--- src/rtl/imhq_pkg.sv ---
package imhq_pkg;

    localparam int Capacity = 1024;
    localparam int AddrW    = 10;
    localparam int PosW     = 11;
    localparam int KeyW     = 32;
    localparam int IdW      = 16;

    localparam logic [1:0] FUNC_INSERT = 2'd0;
    localparam logic [1:0] FUNC_DELETE = 2'd1;
    localparam logic [1:0] FUNC_CHANGE = 2'd2;
    localparam logic [1:0] FUNC_PEEK   = 2'd3;

    localparam logic [1:0] ST_OK      = 2'd0;
    localparam logic [1:0] ST_INVALID = 2'd1;
    localparam logic [1:0] ST_FULL    = 2'd2;
    localparam logic [1:0] ST_SAME    = 2'd3;

    // Datapath commands issued by the controller.
    typedef enum logic [3:0] {
        CMD_NONE     = 4'd0,
        CMD_LATCH    = 4'd1,   // capture request, read target slot
        CMD_START    = 4'd2,   // decide operation, set up traveling entry
        CMD_RD_LAST  = 4'd3,   // read last entry for delete refill
        CMD_GET_LAST = 4'd4,   // take last entry as traveling entry
        CMD_RD_PAR   = 4'd5,   // read parent of hole
        CMD_UP_TEST  = 4'd6,   // compare parent, move if smaller
        CMD_RD_KIDS  = 4'd7,   // read left child
        CMD_RD_KID2  = 4'd8,   // read right child
        CMD_DN_TEST  = 4'd9,   // compare children, move if smaller
        CMD_PLACE    = 4'd10,  // write traveling entry into hole
        CMD_DONE     = 4'd11   // emit completion
    } cmd_t;

    typedef struct packed {
        logic       op_end;     // operation needs only the completion
        logic       need_last;  // delete with refill
        logic       up_go;      // parent exists
        logic       up_moved;   // entry moved up
        logic       dn_has_l;   // left child exists
        logic       dn_has_r;   // right child exists
        logic       dn_moved;   // entry moved down
        logic       out_busy;   // output register holds a stalled result
    } stat_t;

endpackage

--- src/rtl/imhq_ctrl.sv ---
module imhq_ctrl
(
    input  logic             clk,
    input  logic             rst_n,
    input  logic             in_valid,
    output logic             in_stall,
    output imhq_pkg::cmd_t   cmd,
    input  imhq_pkg::stat_t  stat
);

    typedef enum logic [11:0] {
        S_IDLE    = 12'b000000000001,
        S_START   = 12'b000000000010,
        S_RDLAST  = 12'b000000000100,
        S_GETLAST = 12'b000000001000,
        S_RDPAR   = 12'b000000010000,
        S_UPTEST  = 12'b000000100000,
        S_RDL     = 12'b000001000000,
        S_RDR     = 12'b000010000000,
        S_DNTEST  = 12'b000100000000,
        S_PLACE   = 12'b001000000000,
        S_DONE    = 12'b010000000000,
        S_WAIT    = 12'b100000000000
    } state_t;

    state_t state_reg, state_next;

    assign in_stall = (state_reg != S_IDLE);

    // Sequencer for one request; states that emit a result wait for the output register.
    always_comb
    begin
        state_next = state_reg;
        cmd        = imhq_pkg::CMD_NONE;
        unique case (state_reg)
            S_IDLE:
            begin
                if (in_valid)
                begin
                    cmd        = imhq_pkg::CMD_LATCH;
                    state_next = S_START;
                end
            end
            S_START:
            begin
                cmd = imhq_pkg::CMD_START;
                if (stat.op_end)
                    state_next = S_DONE;
                else if (stat.need_last)
                    state_next = S_RDLAST;
                else
                    state_next = S_RDPAR;
            end
            S_RDLAST:
            begin
                cmd        = imhq_pkg::CMD_RD_LAST;
                state_next = S_GETLAST;
            end
            S_GETLAST:
            begin
                cmd        = imhq_pkg::CMD_GET_LAST;
                state_next = S_RDPAR;
            end
            S_RDPAR:
            begin
                cmd = imhq_pkg::CMD_RD_PAR;
                if (stat.up_go)
                    state_next = S_UPTEST;
                else
                    state_next = S_RDL;
            end
            S_UPTEST:
            begin
                if (!stat.out_busy)
                begin
                    cmd = imhq_pkg::CMD_UP_TEST;
                    if (stat.up_moved)
                        state_next = S_RDPAR;
                    else
                        state_next = S_RDL;
                end
            end
            S_RDL:
            begin
                cmd = imhq_pkg::CMD_RD_KIDS;
                if (stat.dn_has_l)
                    state_next = S_RDR;
                else
                    state_next = S_PLACE;
            end
            S_RDR:
            begin
                cmd        = imhq_pkg::CMD_RD_KID2;
                state_next = S_DNTEST;
            end
            S_DNTEST:
            begin
                if (!stat.out_busy)
                begin
                    cmd = imhq_pkg::CMD_DN_TEST;
                    if (stat.dn_moved)
                        state_next = S_RDL;
                    else
                        state_next = S_PLACE;
                end
            end
            S_PLACE:
            begin
                if (!stat.out_busy)
                begin
                    cmd        = imhq_pkg::CMD_PLACE;
                    state_next = S_DONE;
                end
            end
            S_DONE:
            begin
                if (!stat.out_busy)
                begin
                    cmd        = imhq_pkg::CMD_DONE;
                    state_next = S_WAIT;
                end
            end
            S_WAIT:
            begin
                state_next = S_IDLE;
            end
            default:
            begin
                state_next = S_IDLE;
            end
        endcase
    end

    always_ff @(posedge clk or negedge rst_n)
    begin
        if (!rst_n)
            state_reg <= S_IDLE;
        else
            state_reg <= state_next;
    end

`ifndef SYNTHESIS
    a_onehot: assert property (@(posedge clk) disable iff (!rst_n) $onehot(state_reg))
        else $error("state not one-hot");
    a_accept_only_idle: assert property (@(posedge clk) disable iff (!rst_n)
        (in_valid && !in_stall) |=> (state_reg == S_START))
        else $error("accept did not start");
    a_done_then_wait: assert property (@(posedge clk) disable iff (!rst_n)
        (cmd == imhq_pkg::CMD_DONE) |=> (state_reg == S_WAIT))
        else $error("completion sequencing");
`endif

endmodule

--- config.mk ---
export PLATFORM = sky130hd
export DESIGN_NAME = imhq_ctrl
export DESIGN_NICKNAME = d
export VERILOG_FILES = /design/src/rtl/imhq_pkg.sv /design/src/rtl/imhq_ctrl.sv
export SDC_FILE = /design/constraint.sdc
export NUM_CORES = 1
export LEC_CHECK = 0
export BUFFER_PORTS_ARGS = -buffer_cell sky130_fd_sc_hd__buf_2
export CORE_UTILIZATION = 51
export CTS_CLUSTER_DIAMETER = 150
export CTS_CLUSTER_SIZE = 20
export DETAILED_ROUTE_END_ITERATION = 12
export MAX_ROUTING_LAYER = met4
export PLACE_DENSITY = 0.73
export REMOVE_ABC_BUFFERS = 1
export SLEW_MARGIN = 25
export SYNTH_ARGS = -nofsm -noshare
export SYNTH_HDL_FRONTEND = slang
export SYNTH_SLANG_ARGS = --single-unit
--- constraint.sdc ---
create_clock -name clk -period 2.04 [get_ports clk]
set_input_delay 0.306 -clock clk [delete_from_list [all_inputs] [get_ports clk]]
set_output_delay 0.306 -clock clk [all_outputs]
set_load 0.02 [all_outputs]
Yosys cells after proc, flatten, opt, wreduce, memory -nomap -nowiden
Index checks and enable logic that the tools add are counted.
- add/subtract/negate cells: 0
- multipliers: 0
- div/mod/pow operators: 0
- magnitude comparators: 0
- eq/ne operators: 17
- shift-type cells: 0
- multiplexer cells: 18
- bitwise operators: 0
- reductions and logical operators: 1
- operators with widths (kind ; count):
    $pmux 12 s11 ; 1
    $mux 12 ; 5
    $pmux 4 s11 ; 1
    $mux 10 ; 2
    $mux 7 ; 2
    $eq 12x1->1 const B ; 1
    $eq 12x10->1 const B ; 1
    $eq 12x11->1 const B ; 1
    $eq 12x2->1 const B ; 1
    $eq 12x3->1 const B ; 1
    $eq 12x4->1 const B ; 1
    $eq 12x5->1 const B ; 1
    $eq 12x6->1 const B ; 1
    $eq 12x7->1 const B ; 1
    $eq 12x8->1 const B ; 1
    $eq 12x9->1 const B ; 1
    $mux 4 ; 3
    $ne 12x1->1 const B ; 1
    $mux 11 ; 1
    $ne 2x2->1 const B ; 5
    $mux 5 ; 1
    $reduce_and 5->1 ; 1
    $mux 3 ; 1
    $mux 1 ; 1
- register bits: 12
- latch bits: 0
- memory bits (writable): 0
- ROM bits: 0
- output and inout port bits: 5
- memories: 0

Depth between registers and ports, before layout
- depth after elaboration: 3
- gate-level depth with buffers: 7
- depth with buffers taken out: 6

Least setup slack after synthesis
No wires, ideal clock.
- path type: reg-to-output
- start point: register state_reg[4]
- end point: output port cmd[1]
- arrival time: 1816 ps
- required time: 1734 ps
- slack: -82 ps
- cell stages (with the launch flop): 6
- path through: dfrtp_1 -> nor4_4 -> nand3_2 -> nor2_1 -> a21oi_1 -> o21ai_0
- longest elaborated chain between the ends: 2
- elaborated cells between the ends (all ways): 12
- those cells by class: 11 x eq/ne; 1 x mux
- ends and longest elaborated chain (item ; RTL line ; source):
    from (decl) ; imhq_ctrl.sv:26 ; state_t state_reg, state_next;
    from (signal assigned) ; imhq_ctrl.sv:139 ; state_reg <= state_next;
    $eq 12x11->1 (tied with other cells) ; imhq_ctrl.sv:35 ; unique case (state_reg)
    $pmux 4 s11 * ; imhq_ctrl.sv:35 ;
    to (decl) ; imhq_ctrl.sv:7 ; output imhq_pkg::cmd_t cmd,
Every way passes the cells marked *; elsewhere a longest branch is shown, timed or not.

Final worst setup path
- start point: register state_reg[0]
- end point: output port cmd[0]
The elaborated chain is that of the path after synthesis.

==> impl_metrics.json <==
{
  "cp_top_family": "flip-flops",
  "finalPower_mw": 1.40,
  "num_vias": 1017,
  "core_area_mm2": 0.00176,
  "synthTopCellsByArea": "dfrtp_1, nor4_4, nor3_1",
  "numPortBuffers": 14,
  "ant_nets": 0,
  "reg2regPathDepth": 6,
  "cpMostUsedCell": "buf_6",
  "die_area_mm2": 0.00208,
  "crit_path_top_delay_cell": "dfstp_2",
  "synth_cell_types": 47,
  "cp.depth": 8,
  "power_density_mw_per_mm2": 1020,
  "reg2reg_from": "state_reg[1]",
  "drv_slew": 0,
  "multiInputGateArea_um2": 669,
  "seq_area_frac_synth_pct": 31.1,
  "path_cells": "buf_6 > nand2b_1 > nor3_1 > and2_4 > inv_4 > nor2_4 > a211o_1 > buf_6",
  "fillers": 115,
  "finalWeightedCongestion": 0.853,
  "syn_to_final_growth_pct": 42.5,
  "insertedDiodeCount": 0,
  "clk_pin_slew_ps": 80,
  "max_slew_margin_pct": 69.3,
  "crit_buf_inv": 3,
  "synth_top_cell_by_area": "dfrtp_1",
  "dp_hpwl_mm": 1.65,
  "path_class": "reg -> out",
  "grt_usage_pct": 27.5,
  "clk_path_buf_depth": 2,
  "via_per_inst": 6.13,
  "cp_max_fo": 7,
  "start_util_pct": 55.0,
  "critPathMaxStageDelay_ps": 580,
  "synthCells": 101,
  "drv_cap": 0,
  "drc_errors": 0,
  "synth_edf_count": 0,
  "hold_viol_final": 0,
  "final_common_cell": "buf_4",
  "tritoncts": "yes",
  "min_path_type": "in -> reg",
  "worst_pin_slew_ps": 453,
  "arrival_ps": 1860,
  "endpoint_kind": "primary output",
  "p_leak_nw": 0.628,
  "endpoint": "cmd[0]",
  "die-height_um": 45.6,
  "seq_area_um2": 303,
  "numCtsBuffers": 3,
  "postSynthAreaPerCell_um2": 9.61,
  "drtIter0Drc": 52,
  "cts_root_buffer": "clkbuf_4",
  "yosysWarnings": 0,
  "htreeDepth": 1,
  "die_w_um": 45.6,
  "num_rows": 15,
  "synth_seq_cells": 12,
  "grt_max_degree": 13,
  "clock.fmax_mhz": 462,
  "ios": 16,
  "layout-drive-gt1-share_pct": 51.1,
  "stdcell_count": 166,
  "violations": "setup timing",
  "drt_first_pass_iters": 4,
  "final_cell_mix": "buf_4, buf_2, dfrtp_1, inv_1, buf_6",
  "yosys_most_used_dff": "dfrtp_1",
  "clk_latency_ps": 290,
  "startpoint_type": "flop",
  "overflow": 0,
  "vdd_drop_max_uv": 913,
  "status": "finished, violations left",
  "wl_per_cell_um": 17.7,
  "cp-startpoint": "state_reg[0]",
  "routed_wl_mm": 2.93,
  "period_minus_slack_ps": 2160,
  "largest_register_ffs": 12,
  "r2r_end": "state_reg[11]",
  "clock-sinks": 12,
  "period_share_pct": 106,
  "nets": 153,
  "async_flop_share_pct": 100,
  "grt_pass1_wl_mm": 3.83,
  "syn_area_um2": 971,
  "r2r_setup_slack_ps": 110,
  "grt_pass1_vias": 827,
  "dp.cells": 147,
  "finalSetupViolations": 5,
  "holdPathStages": 2,
  "grt_antenna_before_repair": 0,
  "synth_top_area_share_pct": 28.4,
  "skew_ps": 10.3,
  "fin_ws_ps": -124,
  "worstPathRequired_ps": 1730,
  "rsz0062_at_grt": "true"
}
-- layout make-up --
type	instances	area share, %
inverters	7	2.08
well taps	25	2.26
multi-input cells	76	48.4
clock buffers	4	2.62
flip-flops and latches	12	21.9
repair buffers	42	22.8
-- worst min-delay path by stage --
stage | startpoint | end | slack [ps]
final | stat[3] | state_reg[7] | 240
after global routing | stat[3] | state_reg[7] | 260
after CTS | stat[3] | state_reg[7] | 250
after detailed placement | rst_n | state_reg[7] | 200
after global placement | rst_n | state_reg[8] | 200
after floorplan | rst_n | state_reg[10] | 10
-- what timing repair did --
item / 4_1_cts / 5_1_grt
gates resized for setup: 15 / 11
pin swaps: 6 / 10
hold buffers: 1 / 0
buffers inserted: 7 / 7
endpoints found under the setup margin: 4 / 4
endpoints found under the hold margin: 11 / 0
-- logic make-up after synthesis --
group,count (synthesis),synth area share (%)
AND/OR/NAND/NOR,46,35.4
AO/OA/AOI/OAI,24,20.9
buffers and inverters,13,6.96
flip-flops,12,31.1
XOR/XNOR,4,3.61
multiplexers,2,2.06
-- power breakdown --
part / internal, mW / leakage [nW] / total (mW) / switching (mW)
registers: 0.271 / 0.161 / 0.302 / 0.0302
logic: 0.438 / 0.446 / 0.908 / 0.470
clock network: 0.109 / 0.0210 / 0.195 / 0.0864
total: 0.818 / 0.628 / 1.40 / 0.586
-- cell usage after synthesis (all sizes together), types with 2 or more instances --
master,n
nor4,4
nor3,7
mux2i,2
o22ai,3
nand2,5
nor2b,3
and3,2
o21ai,5
a32o,2
inv,7
xnor2,3
clkbuf,3
nand2b,3
dfrtp,11
nor2,5
nor4b,3
o2bb2ai,2
buf,3
nand3,6
and2,4
-- layer usage --
layer | vias to the layer above | wire [µm] | GRT usage (%) | part of all wire (%)
met5 | - | 0 | - | 0
met4 | 0 | 163 | 7.88 | 5.6
met3 | 20 | 190 | 4.76 | 6.5
met2 | 52 | 1410 | 45.1 | 48
met1 | 488 | 1170 | 34.5 | 40
li1 | 457 | - | - | -
-- worst register-to-register path, cell delays in order (launching register included) --
cell and delay [ps]:
dfrtp_1 410, buf_4 170, xnor2_1 360, o22ai_1 140, a221o_2 360, a31oi_2 280
nor3_1 110
-- per-stage QoR --
stage	area [µm²]	TNS (ps)	utilization, %	hold WS [ps]	setup WS [ps]
after floorplan	930	-544	-	10.4	-263
after global placement	1130	0	64.0	198	154
after detailed placement	1130	0	64.0	201	119
after CTS	1280	-179	72.5	249	-86.2
after global routing	1380	-654	78.4	255	-183
final	1380	-399	78.4	238	-124
Power figures use the tool's default switching activity.
